**src/rtl/core/imu_ca_pkg.sv**
```systemverilog
// imu_ca_pkg: shared types, constants and tables of the IMU attitude estimator.
// Used by every module under rtl/core; depends on nothing.
`timescale 1ns / 1ps
package imu_ca_pkg;

   localparam int CORDIC_STEPS = 16;
   localparam int CORDIC_RUN   = (CORDIC_STEPS < 24) ? CORDIC_STEPS : 24;
   localparam int DIV_BITS     = 26;
   localparam int CNT_W        = 5;

   localparam logic [CNT_W-1:0] ITER_LAST = CNT_W'(CORDIC_RUN - 1);
   localparam logic [CNT_W-1:0] CORDIC_LIM = CNT_W'(CORDIC_RUN);

   localparam logic [2:0] MUL_INC_X   = 3'd0;
   localparam logic [2:0] MUL_INC_Y   = 3'd1;
   localparam logic [2:0] MUL_INC_Z   = 3'd2;
   localparam logic [2:0] MUL_ROLL_G  = 3'd3;
   localparam logic [2:0] MUL_ROLL_A  = 3'd4;
   localparam logic [2:0] MUL_PITCH_G = 3'd5;
   localparam logic [2:0] MUL_PITCH_A = 3'd6;
   localparam logic [2:0] MUL_DRAIN   = 3'd7;

   localparam logic [2:0] REG_ACCEL_RANGE = 3'd0;
   localparam logic [2:0] REG_GYRO_RANGE  = 3'd1;
   localparam logic [2:0] REG_BLEND       = 3'd2;
   localparam logic [2:0] REG_STEP        = 3'd3;
   localparam logic [2:0] REG_OFF_GX      = 3'd4;
   localparam logic [2:0] REG_OFF_GY      = 3'd5;
   localparam logic [2:0] REG_OFF_GZ      = 3'd6;

   localparam logic signed [26:0] ANGLE_180 = 27'sd11796480;
   localparam logic [15:0] WEIGHT_ONE = 16'h8000;

   typedef enum logic [2:0] {
      ST_IDLE,
      ST_LOAD,
      ST_ITER,
      ST_MUL,
      ST_FINISH
   } state_type;

   typedef struct packed {
      logic [1:0]         accel_range;
      logic [1:0]         gyro_range;
      logic [15:0]        blend_weight;
      logic [23:0]        step_time;
      logic signed [19:0] offset_gx;
      logic signed [19:0] offset_gy;
      logic signed [19:0] offset_gz;
   } cfg_type;

   typedef struct packed {
      logic             capture;
      logic             load;
      logic             iter;
      logic [CNT_W-1:0] iter_idx;
      logic             mul_go;
      logic [2:0]       mul_step;
      logic             publish;
   } cmd_type;

   function automatic logic [21:0] atan_entry(input logic [CNT_W-1:0] idx);
      logic [21:0] r;
      case (idx)
         5'd0:  r = 22'd2949120;
         5'd1:  r = 22'd1740967;
         5'd2:  r = 22'd919879;
         5'd3:  r = 22'd466945;
         5'd4:  r = 22'd234379;
         5'd5:  r = 22'd117304;
         5'd6:  r = 22'd58666;
         5'd7:  r = 22'd29335;
         5'd8:  r = 22'd14668;
         5'd9:  r = 22'd7334;
         5'd10: r = 22'd3667;
         5'd11: r = 22'd1833;
         5'd12: r = 22'd917;
         5'd13: r = 22'd458;
         5'd14: r = 22'd229;
         5'd15: r = 22'd115;
         5'd16: r = 22'd57;
         5'd17: r = 22'd29;
         5'd18: r = 22'd14;
         5'd19: r = 22'd7;
         5'd20: r = 22'd4;
         5'd21: r = 22'd2;
         5'd22: r = 22'd1;
         default: r = 22'd0;
      endcase
      return r;
   endfunction

   // ceil(2^37 / divisor); exact floor quotient for dividends below 2^26
   function automatic logic [29:0] gyro_recip(input logic [1:0] rng);
      logic [29:0] r;
      case (rng)
         2'd0: r = 30'd104915232;
         2'd1: r = 30'd209830464;
         2'd2: r = 30'd419021200;
         default: r = 30'd838042400;
      endcase
      return r;
   endfunction

   function automatic logic [9:0] gyro_half(input logic [1:0] rng);
      logic [9:0] r;
      case (rng)
         2'd0: r = 10'd655;
         2'd1: r = 10'd327;
         2'd2: r = 10'd164;
         default: r = 10'd82;
      endcase
      return r;
   endfunction

endpackage

```
**src/rtl/core/imu_ca_ctrl.sv**
```systemverilog
// imu_ca_ctrl: sequencer of the attitude estimator; drives datapath commands
// and both handshakes. Depends on imu_ca_pkg.
`timescale 1ns / 1ps
module imu_ca_ctrl (
   input  logic                clock,
   input  logic                reset,
   input  logic                req_valid,
   output logic                req_stall,
   output logic                rsp_valid,
   input  logic                rsp_stall,
   output imu_ca_pkg::cmd_type cmd
);

   imu_ca_pkg::state_type          state_ff, state_in;
   logic [imu_ca_pkg::CNT_W-1:0]   cnt_ff, cnt_in;
   logic                           rsp_valid_ff, rsp_valid_in;
   logic                           out_free;

   assign out_free  = ~rsp_valid_ff | ~rsp_stall;
   assign rsp_valid = rsp_valid_ff;
   assign req_stall = (state_ff != imu_ca_pkg::ST_IDLE);

   always_comb begin
      state_in = state_ff;
      cnt_in   = cnt_ff;
      case (state_ff)
         imu_ca_pkg::ST_IDLE: begin
            if (req_valid) state_in = imu_ca_pkg::ST_LOAD;
         end
         imu_ca_pkg::ST_LOAD: begin
            state_in = imu_ca_pkg::ST_ITER;
            cnt_in   = '0;
         end
         imu_ca_pkg::ST_ITER: begin
            if (cnt_ff == imu_ca_pkg::ITER_LAST) begin
               state_in = imu_ca_pkg::ST_MUL;
               cnt_in   = '0;
            end else begin
               cnt_in = cnt_ff + 1'b1;
            end
         end
         imu_ca_pkg::ST_MUL: begin
            if (cnt_ff[2:0] == imu_ca_pkg::MUL_DRAIN) begin
               state_in = imu_ca_pkg::ST_FINISH;
               cnt_in   = '0;
            end else begin
               cnt_in = cnt_ff + 1'b1;
            end
         end
         imu_ca_pkg::ST_FINISH: begin
            if (out_free) state_in = imu_ca_pkg::ST_IDLE;
         end
         default: state_in = imu_ca_pkg::ST_IDLE;
      endcase
   end

   always_comb begin
      cmd          = '0;
      cmd.iter_idx = cnt_ff;
      cmd.mul_step = cnt_ff[2:0];
      case (state_ff)
         imu_ca_pkg::ST_IDLE:   cmd.capture = req_valid;
         imu_ca_pkg::ST_LOAD:   cmd.load    = 1'b1;
         imu_ca_pkg::ST_ITER:   cmd.iter    = 1'b1;
         imu_ca_pkg::ST_MUL:    cmd.mul_go  = (cnt_ff[2:0] != imu_ca_pkg::MUL_DRAIN);
         imu_ca_pkg::ST_FINISH: cmd.publish = out_free;
         default: ;
      endcase
   end

   always_comb begin
      rsp_valid_in = rsp_valid_ff;
      if (cmd.publish)               rsp_valid_in = 1'b1;
      else if (rsp_valid_ff & ~rsp_stall) rsp_valid_in = 1'b0;
   end

   always_ff @(posedge clock) begin
      if (reset) begin
         state_ff     <= imu_ca_pkg::ST_IDLE;
         cnt_ff       <= '0;
         rsp_valid_ff <= 1'b0;
      end else begin
         state_ff     <= state_in;
         cnt_ff       <= cnt_in;
         rsp_valid_ff <= rsp_valid_in;
      end
   end

endmodule

```
**config.mk**
```make
export PLATFORM = sky130hd
export DESIGN_NAME = imu_ca_ctrl
export DESIGN_NICKNAME = d
export VERILOG_FILES = /design/src/rtl/core/imu_ca_pkg.sv /design/src/rtl/core/imu_ca_ctrl.sv
export SDC_FILE = /design/constraint.sdc
export NUM_CORES = 1
export LEC_CHECK = 0
export ABC_AREA = 0
export BUFFER_PORTS_ARGS = -buffer_cell sky130_fd_sc_hd__buf_2
export CORE_ASPECT_RATIO = 1.2
export CORE_UTILIZATION = 35
export CTS_BUF_LIST = sky130_fd_sc_hd__clkbuf_16
export CTS_CLUSTER_DIAMETER = 50
export CTS_CLUSTER_SIZE = 14
export DETAILED_ROUTE_END_ITERATION = 6
export SETUP_SLACK_MARGIN = 0.3
export SLEW_MARGIN = 10
export SYNTH_ARGS = -nofsm -noshare
export SYNTH_HDL_FRONTEND = slang
export SYNTH_SLANG_ARGS = --single-unit
```
**constraint.sdc**
```tcl
create_clock -name clock -period 1.8 [get_ports clock]
set_clock_uncertainty 0.1 [all_clocks]
set_input_delay 0.18 -clock clock [delete_from_list [all_inputs] [get_ports clock]]
set_output_delay 0.18 -clock clock [all_outputs]
set_load 0.05 [all_outputs]
```
### Yosys cells after proc, flatten, opt, wreduce, memory -nomap -nowiden

Index checks and enable logic that the tools add are counted.

* bits in registers: 9

* add/sub/neg operators: 1
* bitwise logic cells: 4
* muxes and demuxes: 15
* reduce and logical (&&, ||, !) cells: 5
* equality and inequality tests: 11

Operator list (count)
* 3-bit case mux with 5 select lines: 1
* 5-bit case mux with 3 select lines: 1
* 3-bit two-way mux: 4
* 5-bit two-way mux: 2
* 2-bit inequality test, second input constant: 4
* 1-bit two-way mux: 7
* 3-bit by 2-bit equality test with 1-bit output, second input constant: 2
* 3-bit equality test, second input constant: 2
* 3-bit nonzero test: 2
* 5-bit by 1-bit adder with 5-bit output, second input constant: 1
* 5-bit by 4-bit equality test with 1-bit output, second input constant: 1
* 4-bit AND reduction: 1
* 3-bit by 1-bit equality test with 1-bit output, second input constant: 1
* 3-bit zero test: 1
* 3-bit inequality test, second input constant: 1
* 1-bit inverter: 2
* 2-bit nonzero test: 1
* 1-bit AND: 1
* 1-bit OR: 1

### Longest topological paths before layout

* depth after elaboration: 4
* mapped depth: 7

### Worst setup path before layout

No wires, ideal clock.

* path kind: register to output
* from: register cnt_ff[0] in the netlist's numbering
* to: output cmd[4] in the netlist's numbering
* cell stages (with the launch flop): 5
* data arrival time: 1.791 ns
* data required time: 1.520 ns
* slack: -0.271 ns
* cells stage by stage: dfxtp_1 ha_1 ha_1 nand2b_1 nor2_1

RTL lines
* start: declaration: RTL line imu_ca_ctrl.sv:15 `logic [imu_ca_pkg::CNT_W-1:0] cnt_ff, cnt_in;`
* start signal: assignment: RTL line imu_ca_ctrl.sv:84 `cnt_ff <= cnt_in;`
* end: declaration: RTL line imu_ca_ctrl.sv:11 `output imu_ca_pkg::cmd_type cmd`

==> impl_metrics.toml <==
[hold_path]
hp-start = "rsp_stall"
hold_class = "in2reg"

[floorplan]
fp.dieW_um = 38.41
ioPinCount = 19
coreArea_mm2 = 0.001464
die_y_um = 45.69
dieArea_mm2 = 0.001755
start_util_pct = 38.03
rows = 15

[layout]
final_common_cell = "buf_2"
final.fill_count = 131
drive_above_1_share_pct = 60.00
n_antenna_cell = 0
synthToLayoutAreaGrowth_pct = 53.26
multi_input_area_um2 = 391.6
layout_common_cells = "15 x buf_2, 6 x nor2_1, 6 x buf_4"
register_area_um2 = 200.2
nets = 94
utilization_pct = 58.29

[power_and_ir_drop]
leakage_nw = 0.3612
peakVddDrop_mv = 0.6338
powerDensity_mw_per_mm2 = 936.9
power_uw = 799.5

[clock_tree]
cts_tree = "done"
postCtsHoldBufs = 0
numCtsBuffers = 3
htreeDepth = 1
cts.sinks = 9
cts.path.max_buffers = 2
cts_root_buf = "clkbuf_16"
clkTransAtPathRegs_ns = 0.04
clock_latency_ns = 0.24

[worst_setup_path]
cp.required_ns = 1.52
slowest_stage = "dfxtp_4"
path_class = "reg2out"
endpoint_kind = "output port"
critical_path.startpoint_type = "flop"
crit_path_frequent_cell = "ha_4"
cp_max_fo = 3
cp_slowest_stage_delay_ns = 0.34
crit_arrival_ns = 1.29
worst_r2r_startpoint = "cnt_ff[1]"
crit_chain = "ha_4 > ha_4 > nand2b_4 > nor2_4 > buf_8"
cp-startpoint = "cnt_ff[1]"

[timing]
finalCritPeriodShare_pct = 87.05
clock.fmax_ghz = 0.6382
rsz0062_at_grt = "true"
hold_viol = 0
drv_slew = 0
relSlewSlack_pct = 76.92
setup_viol = 0
worstMarginPinSlew_ns = 0.3375
fin_setup_tns_ns = 0
min_period_ns = 1.567

[placement]
place_congestion = 0.6884
io_buffers = 18
hpwlAfterDp_um = 898.5

[route]
drt_first_iter_violations = 6
drt-pass1-iter-count = 3
ant_nets = 0
routedWlPerCell_um = 12.12
wirelength_mm = 1.236
num_vias = 511
viasPerCell = 5.010
drcViolationCount = 0

[synth]
ys_top_cells_by_area = "dfxtp_1 32%, ha_1 9.0%, buf_4 6.7%"
yosysTopAreaCellShare_pct = 32.36
synth_top_cell_by_area = "dfxtp_1"
yosysWarnings = 0
synthArstFlopShare_pct = 0
ys.flop_type = "dfxtp_1"
yosysSeqAreaShare_pct = 32.36
netlist_area_um2 = 556.8
synth_fp_nets = 73
syn_avg_cell_area_um2 = 8.566
ys_ff_latch = 9
synth_edf_count = 0
yosys.cell_types.count = 26
syn_inst = 65

[job]
max_cap_violations = 0

[global_route]
grt_start_max_net_pins = 10
grt_antenna_before_repair = 0
grt_pass1_vias = 464
grt-ovfl-total = 0
grt_pass1_wl_mm = 1.966
grtUsageTotal_pct = 17.35

[run_status]
outcome = "completed"
[worst paths after layout]
check                 to  slack, ns  cells past startpoint
max               cmd[4]       0.23                      5
max reg2reg  state_ff[2]       0.27                      7
min            rsp_valid       0.12                      3
min reg2reg    rsp_valid       0.38                      2
[cells in the mapped netlist, types with 2 or more instances]
cell,count
nor3_1,3
nand3_1,3
mux2i_1,2
buf_4,5
a2bb2oi_1,2
inv_1,4
a22oi_1,2
a21oi_1,3
ha_1,4
nor2_1,9
nand2_1,5
dfxtp_1,9
[power by group]
part / switching [mW] / total (mW) / internal [mW]
clock network: 0.0997 / 0.390 / 0.290
registers: 0.0135 / 0.221 / 0.207
logic: 0.122 / 0.188 / 0.0662
[sequential cells by signal, indices dropped and copies added (netlist names)]
| signal | cells |
|---|---|
| state_ff | 3 |
| rsp_valid | 1 |
| cnt_ff | 5 |
[timing repair]
| action | 4_1_cts | 5_1_grt |
|---|---|---|
| resized for setup | 13 | 1 |
| pin swaps | 4 | 2 |
| setup buffers | 5 | 0 |
| gates cloned | 0 | 0 |
| endpoints found under the setup margin | 10 | 10 |
[cell type report]
cell class              count  area share, %
flip-flops and latches      9          23.46
well taps                  17          2.493
multi-input cells          45          45.89
clock buffers               3          8.798
clock inverters             1         0.4399
inverters                   4          1.760
repair buffers             23          17.16
[metal layers]
metal	up-vias	GRT usage (%)	part of all wire [%]
met5	-	0	0
met4	0	14.48	3.6
met3	5	5.882	4.0
met2	13	26.78	47
met1	231	18.73	45
li1	262	-	-
[critical path, delay by kind of cell, from the launching register on]
| kind | cells | cell delay (ns) |
|---|---|---|
| flip-flops | 1 | 0.34 |
| AND/OR/NAND/NOR | 2 | 0.24 |
| buffers and inverters | 1 | 0.15 |
| adder cells (fa/ha/maj) | 2 | 0.33 |
[through the flow]
step                instances  hold slack [ns]  setup slack (ns)  instance area, um^2
floorplan                  65           0.2248            0.2078                631.9
global placement           93           0.3583            0.2811                694.4
detailed placement         93           0.3620            0.2575                694.4
CTS                       102           0.1176            0.2062                849.6
global route              102           0.1425            0.2000                853.3
finish                    102           0.1170            0.2331                853.3
[cell families (layout without fill, tap and decap cells)]
kind of cell | Yosys count | count (layout) | synth area share [%]
and+or+nand+nor | 26 | 26 | 23.82
adders and majority gates | 4 | 4 | 8.989
AOI/OAI and AO/OA | 13 | 13 | 19.78
DFF | 9 | 9 | 32.36
muxes | 2 | 2 | 3.596
buffers and inverters | 11 | 31 | 11.46
Note: power is estimated with default switching activity, not from simulation.
