### src/rtl/core/imu_ca_pkg.sv
// imu_ca_pkg: shared types, constants and tables of the IMU attitude estimator.
// Used by every module under rtl/core; depends on nothing.
`timescale 1ns / 1ps
package imu_ca_pkg;

   localparam int CORDIC_STEPS = 16;
   localparam int CORDIC_RUN   = (CORDIC_STEPS < 24) ? CORDIC_STEPS : 24;
   localparam int DIV_BITS     = 26;
   localparam int CNT_W        = 5;

   localparam logic [CNT_W-1:0] ITER_LAST = CNT_W'(CORDIC_RUN - 1);
   localparam logic [CNT_W-1:0] CORDIC_LIM = CNT_W'(CORDIC_RUN);

   localparam logic [2:0] MUL_INC_X   = 3'd0;
   localparam logic [2:0] MUL_INC_Y   = 3'd1;
   localparam logic [2:0] MUL_INC_Z   = 3'd2;
   localparam logic [2:0] MUL_ROLL_G  = 3'd3;
   localparam logic [2:0] MUL_ROLL_A  = 3'd4;
   localparam logic [2:0] MUL_PITCH_G = 3'd5;
   localparam logic [2:0] MUL_PITCH_A = 3'd6;
   localparam logic [2:0] MUL_DRAIN   = 3'd7;

   localparam logic [2:0] REG_ACCEL_RANGE = 3'd0;
   localparam logic [2:0] REG_GYRO_RANGE  = 3'd1;
   localparam logic [2:0] REG_BLEND       = 3'd2;
   localparam logic [2:0] REG_STEP        = 3'd3;
   localparam logic [2:0] REG_OFF_GX      = 3'd4;
   localparam logic [2:0] REG_OFF_GY      = 3'd5;
   localparam logic [2:0] REG_OFF_GZ      = 3'd6;

   localparam logic signed [26:0] ANGLE_180 = 27'sd11796480;
   localparam logic [15:0] WEIGHT_ONE = 16'h8000;

   typedef enum logic [2:0] {
      ST_IDLE,
      ST_LOAD,
      ST_ITER,
      ST_MUL,
      ST_FINISH
   } state_type;

   typedef struct packed {
      logic [1:0]         accel_range;
      logic [1:0]         gyro_range;
      logic [15:0]        blend_weight;
      logic [23:0]        step_time;
      logic signed [19:0] offset_gx;
      logic signed [19:0] offset_gy;
      logic signed [19:0] offset_gz;
   } cfg_type;

   typedef struct packed {
      logic             capture;
      logic             load;
      logic             iter;
      logic [CNT_W-1:0] iter_idx;
      logic             mul_go;
      logic [2:0]       mul_step;
      logic             publish;
   } cmd_type;

   function automatic logic [21:0] atan_entry(input logic [CNT_W-1:0] idx);
      logic [21:0] r;
      case (idx)
         5'd0:  r = 22'd2949120;
         5'd1:  r = 22'd1740967;
         5'd2:  r = 22'd919879;
         5'd3:  r = 22'd466945;
         5'd4:  r = 22'd234379;
         5'd5:  r = 22'd117304;
         5'd6:  r = 22'd58666;
         5'd7:  r = 22'd29335;
         5'd8:  r = 22'd14668;
         5'd9:  r = 22'd7334;
         5'd10: r = 22'd3667;
         5'd11: r = 22'd1833;
         5'd12: r = 22'd917;
         5'd13: r = 22'd458;
         5'd14: r = 22'd229;
         5'd15: r = 22'd115;
         5'd16: r = 22'd57;
         5'd17: r = 22'd29;
         5'd18: r = 22'd14;
         5'd19: r = 22'd7;
         5'd20: r = 22'd4;
         5'd21: r = 22'd2;
         5'd22: r = 22'd1;
         default: r = 22'd0;
      endcase
      return r;
   endfunction

   // ceil(2^37 / divisor); exact floor quotient for dividends below 2^26
   function automatic logic [29:0] gyro_recip(input logic [1:0] rng);
      logic [29:0] r;
      case (rng)
         2'd0: r = 30'd104915232;
         2'd1: r = 30'd209830464;
         2'd2: r = 30'd419021200;
         default: r = 30'd838042400;
      endcase
      return r;
   endfunction

   function automatic logic [9:0] gyro_half(input logic [1:0] rng);
      logic [9:0] r;
      case (rng)
         2'd0: r = 10'd655;
         2'd1: r = 10'd327;
         2'd2: r = 10'd164;
         default: r = 10'd82;
      endcase
      return r;
   endfunction

endpackage

### src/rtl/core/imu_ca_csr.sv
// imu_ca_csr: APB-style configuration registers of the attitude estimator.
// Depends on imu_ca_pkg.
`timescale 1ns / 1ps
module imu_ca_csr (
   input  logic                clock,
   input  logic                reset,
   input  logic                psel,
   input  logic                penable,
   input  logic                pwrite,
   input  logic [4:0]          paddr,
   input  logic [31:0]         pwdata,
   output logic [31:0]         prdata,
   output logic                pready,
   output imu_ca_pkg::cfg_type cfg
);

   imu_ca_pkg::cfg_type cfg_ff;
   logic                wr;
   logic [2:0]          idx;

   assign pready = 1'b1;
   assign wr     = psel & penable & pwrite;
   assign idx    = paddr[4:2];
   assign cfg    = cfg_ff;

   always_ff @(posedge clock) begin
      if (reset) begin
         cfg_ff.accel_range  <= 2'd1;
         cfg_ff.gyro_range   <= 2'd1;
         cfg_ff.blend_weight <= 16'd32113;
         cfg_ff.step_time    <= 24'd16777;
         cfg_ff.offset_gx    <= '0;
         cfg_ff.offset_gy    <= '0;
         cfg_ff.offset_gz    <= '0;
      end else if (wr) begin
         case (idx)
            imu_ca_pkg::REG_ACCEL_RANGE: cfg_ff.accel_range  <= pwdata[1:0];
            imu_ca_pkg::REG_GYRO_RANGE:  cfg_ff.gyro_range   <= pwdata[1:0];
            imu_ca_pkg::REG_BLEND:       cfg_ff.blend_weight <= pwdata[15:0];
            imu_ca_pkg::REG_STEP:        cfg_ff.step_time    <= pwdata[23:0];
            imu_ca_pkg::REG_OFF_GX:      cfg_ff.offset_gx    <= $signed(pwdata[19:0]);
            imu_ca_pkg::REG_OFF_GY:      cfg_ff.offset_gy    <= $signed(pwdata[19:0]);
            imu_ca_pkg::REG_OFF_GZ:      cfg_ff.offset_gz    <= $signed(pwdata[19:0]);
            default: ;
         endcase
      end
   end

   always_comb begin
      case (idx)
         imu_ca_pkg::REG_ACCEL_RANGE: prdata = {30'd0, cfg_ff.accel_range};
         imu_ca_pkg::REG_GYRO_RANGE:  prdata = {30'd0, cfg_ff.gyro_range};
         imu_ca_pkg::REG_BLEND:       prdata = {16'd0, cfg_ff.blend_weight};
         imu_ca_pkg::REG_STEP:        prdata = {8'd0, cfg_ff.step_time};
         imu_ca_pkg::REG_OFF_GX:      prdata = {{12{cfg_ff.offset_gx[19]}}, cfg_ff.offset_gx};
         imu_ca_pkg::REG_OFF_GY:      prdata = {{12{cfg_ff.offset_gy[19]}}, cfg_ff.offset_gy};
         imu_ca_pkg::REG_OFF_GZ:      prdata = {{12{cfg_ff.offset_gz[19]}}, cfg_ff.offset_gz};
         default:                     prdata = 32'd0;
      endcase
   end

endmodule

### config.mk
export PLATFORM = sky130hd
export DESIGN_NAME = imu_ca_csr
export DESIGN_NICKNAME = d
export VERILOG_FILES = /design/src/rtl/core/imu_ca_pkg.sv /design/src/rtl/core/imu_ca_csr.sv
export SDC_FILE = /design/constraint.sdc
export NUM_CORES = 1
export LEC_CHECK = 0
export ABC_CLOCK_PERIOD_IN_PS = 1600
export BUFFER_PORTS_ARGS = -buffer_cell sky130_fd_sc_hd__buf_2
export CORE_MARGIN = 2
export CORE_UTILIZATION = 52
export CTS_BUF_LIST = sky130_fd_sc_hd__clkbuf_2
export CTS_CLUSTER_SIZE = 20
export DETAILED_ROUTE_END_ITERATION = 8
export PLACE_DENSITY = 0.83
export SLEW_MARGIN = 20
export SYNTH_ARGS = -nofsm -noshare
export SYNTH_HDL_FRONTEND = slang
export SYNTH_SLANG_ARGS = --single-unit
export TNS_END_PERCENT = 50
### constraint.sdc
create_clock -name clock -period 1.6 [get_ports clock]
set_input_delay 0.08 -clock clock [delete_from_list [all_inputs] [get_ports clock]]
set_output_delay 0.08 -clock clock [all_outputs]
set_load 0.05 [all_outputs]
=== After elaboration in Yosys (flattened, before gate mapping) ===
Cells that the tools add are included.

* Eq/ne operators: 6
* Bitwise gates (word level): 2
* Reductions and logical operators: 8
* Muxes and demuxes: 1

{| class="wikitable"
|+ Operator list
! operator !! count
|-
| $pmux 32 s7 || 1
|-
| $reduce_and 2->1 || 7
|-
| $eq 3x3->1 const B || 3
|-
| $eq 3x2->1 const B || 2
|-
| $eq 3x1->1 const B || 1
|-
| $logic_not 3->1 || 1
|-
| $and 1x1->1 || 2
|}

* Output and inout port bits: 137
* Logic and storage cells: 24
* Input port bits: 42
* Register bits after elaboration: 104

=== Depth between registers and ports, before layout ===
* Word-level depth: 3
* Mapped depth: 7
* Depth with buffers taken out: 3

=== Worst setup path before layout ===
No wires, ideal clock.

* Path type: register -> output
* Start: register cfg_ff (netlist bit cfg[19])
* End: output prdata[25]
* Arrival: 2.253 ns
* Slack: -0.733 ns
* Buffers on the path: 1
* Cell stages (with the launch flop): 5
* Data required time: 1.520 ns
* Path through: dfxtp_1 > mux2_2 > a22oi_1 > nor2b_1 > buf_4

* Word-level cells in the longest chain between the ends: 1

{| class="wikitable"
|+ Ends and longest elaborated chain
! item !! line !! text
|-
| start, declared || imu_ca_csr.sv:17 || <nowiki>imu_ca_pkg::cfg_type cfg_ff;</nowiki>
|-
| $pmux 32 s7 || imu_ca_csr.sv:50 || <nowiki>case (idx)</nowiki>
|-
| end, declared || imu_ca_csr.sv:12 || <nowiki>output logic [31:0] prdata,</nowiki>
|}

Every way passes these cells.

=== Worst setup path after layout ===
* Start: register cfg_ff (netlist bit cfg[102])
* End: output prdata[0]

Same word-level chain as after synthesis.

==> flow_summary.toml <==
[cts]
htreeDepth = 3
clkSinkCount = 104
cts_tree = "yes"
clk_pin_slew_ns = 0.30
clk_latency_ns = 0.57
cts_buffers = 9
clk_path_buf_depth = 2
root_buffer = "clkbuf_2"

[finish]
post-route-util_pct = 74.31
area_growth_pct = 37.40
largest_reg_flops = 104
drive_gt1_share_pct = 39.36
antenna_cells = 0
nets = 817

[critical_path]
required_ns = 1.52
arrival_ns = 1.86
r2r_slack_ns = 0.80
crit_start = "cfg[102]"
worstSetupPathType = "flop to output pin"
rr_startpoint = "cfg[87]"
worstSetupEndpointType = "output pin"
cp_max_fo = 3
rr_worst_depth = 3
start_kind = "flop"
r2r_end = "cfg[87]"
endpoint = "prdata[0]"

[sta]
fin_skew_ns = 0
fin_crit_sh_pct = 121.3
maxClockFrequency_mhz = 515.4
tightestPinTransition_ns = 0.7595
setup_viol = 29
setup_slack_ns = -0.3401
finalMaxSlewViolations = 0
relSlewSlack_pct = 49.31
fin_crit_ns = 1.940
rsz0062_at_grt = "true"
hold_viol_final = 0

[floorplanning]
start_util_pct = 54.08
dieArea_mm2 = 0.01046
die_width_um = 102.3
ioPinCount = 179
rows = 35
die_h_um = 102.3
placeableCoreArea_mm2 = 0.009284

[drt]
dr.pass1.iters = 6
wl_um = 16870
ant_nets = 0
drc = 0
first_iter_violations = 409
vias_per_cell = 5.969
routedWlPerCell_um = 18.56
vias = 5426

[power]
p_leak_nw = 3.054
power.density_mw_per_mm2 = 658.0
peakVddDrop_v = 0.0003334

[synthesis]
synth_cells = 591
seq_area_frac_synth_pct = 41.47
yosys_warnings = 0
ys_ff_latch = 104
syn_avg_cell_area_um2 = 8.496
synth_area_mm2 = 0.005021
yosysUniqueCellTypes = 32
syn_nets = 633

[grt]
grt_pass1_wl_um = 25760
grt_start_max_net_pins = 59
grt_util_all_layers_pct = 31.17
grt.overflow.total = 0
antenna_found_initial = 0
grt_pass1_vias = 5195

[placed_design]
pre_cts_slack_ns = -0.2226
gp_congestion = 0.8529
dp_hpwl_um = 10730
port_buffers = 167

[worst_hold_path]
hold_class = "input port to flop"

[status]
violations = "setup timing"
status = "complete, but fails checks"

[job]
maxCapViolCount = 0
==> through the flow <==
stage	cell area (µm²)	total power, mW	TNS, ns	instances	hold slack [ns]
CTS	6746	4.517	-4.378	904	0.03685
global route	6899	4.677	-6.402	909	0.05770
global placement	5998	3.316	-2.121	847	0.3369
floorplan	5047	3.110	-0.1875	591	0.2202
finish	6899	4.540	-4.456	909	0.06194
detailed placement	5998	3.329	-2.667	847	0.3433
==> layout make-up <==
cell class	count	area, µm²
Sequential cell	104	2148
Timing Repair Buffer	241	1798
Fill cell	666	2385
Clock inverter	7	56.30
Multi-Input combinational cell	418	2686
Tap cell	129	161.4
Clock buffer	9	45.04
Inverter	1	3.754
==> critical path: stages (launching register included) <==
cell     delay, ns
dfxtp_1       0.40
mux4_2        0.46
mux2_4        0.28
buf_8         0.15
==> where the power goes <==
part           switching (mW)  total, mW  internal (mW)  leakage (nW)
Clock                   0.924       1.15          0.222        0.0624
Sequential             0.0151       2.64           2.62         0.858
Combinational           0.489      0.759          0.270          2.13
Total                    1.43       4.54           3.11          3.05
==> placed cells by master, fill, tap and decap left out, types with 25 or more instances in the layout <==
cell type / count
buf_2: 134
nand3_1: 81
a21oi_1: 65
mux2i_1: 56
dfxtp_2: 53
o21ai_0: 52
dfxtp_1: 51
buf_4: 46
nand2b_1: 44
nor2_1: 43
dlygate4sd3_1: 25
==> how the worst min path moves through the flow <==
stage	from	to	slack [ns]	cells after the start
2_1_floorplan	pwdata[19]	cfg[39]	0.22	2
3_3_place_gp	pwdata[20]	cfg[80]	0.34	3
3_5_place_dp	pwdata[20]	cfg[80]	0.34	3
4_1_cts	penable	cfg[100]	0.04	4
5_1_grt	penable	cfg[100]	0.06	4
6_report	penable	cfg[100]	0.06	4
==> per-layer routing <==
layer / track usage (%) / share of wire (%) / up-vias
li1: - / - / 2463
met1: 39.18 / 39 / 2562
met2: 52.02 / 48 / 348
met3: 4.241 / 8.8 / 53
met4: 16.62 / 3.5 / 0
met5: 0 / 0 / -
==> logic make-up after synthesis <==
kind of cell,share of synthesized area [%]
buffers and inverters,6.828
muxes,13.36
and+or+nand+nor,19.29
other,0.07469
AOI/OAI and AO/OA,18.99
DFF,41.47
==> what timing repair did <==
action,CTS,global route
hold buffers,25,0
setup buffers,16,9
pin swaps,2,1
endpoints found under the hold margin,104,0
endpoints found under the setup margin,32,32
cloned,0,0
gates resized for setup,105,36
==> synth_stat cells <==
| library cell | instances | area [µm²] |
|---|---|---|
| o21ai_0 | 52 | 260.3 |
| o21ai_1 | 13 | 65.06 |
| a21oi_1 | 66 | 330.3 |
| o211ai_1 | 3 | 22.52 |
| a22oi_1 | 1 | 7.510 |
| nor2_1 | 44 | 165.2 |
| nand2b_1 | 44 | 275.3 |
| nand4b_1 | 1 | 8.760 |
| mux4_2 | 2 | 45.04 |
| inv_1 | 1 | 3.750 |
| clkbuf_1 | 29 | 108.9 |
| mux2i_1 | 58 | 580.6 |
| nand2_1 | 5 | 18.77 |
| mux2_2 | 4 | 45.04 |
| buf_4 | 12 | 90.09 |
| nor2b_1 | 5 | 31.28 |
| buf_1 | 1 | 3.750 |
| and4_1 | 1 | 8.760 |
| buf_2 | 25 | 125.1 |
| a22o_1 | 13 | 113.9 |
| conb_1 | 1 | 3.750 |
| buf_6 | 1 | 11.26 |
| dfxtp_1 | 104 | 2082 |
| a221o_1 | 13 | 130.1 |
| nor2_4 | 1 | 11.26 |
| nand3_1 | 84 | 420.4 |
| o2bb2ai_1 | 2 | 17.52 |
| nor2_2 | 1 | 6.260 |
| and4b_1 | 1 | 10.01 |
| a31oi_1 | 1 | 6.260 |
| or2_2 | 1 | 6.260 |
| nand4_1 | 1 | 6.260 |
Note: power is estimated with default switching activity, not from simulation.
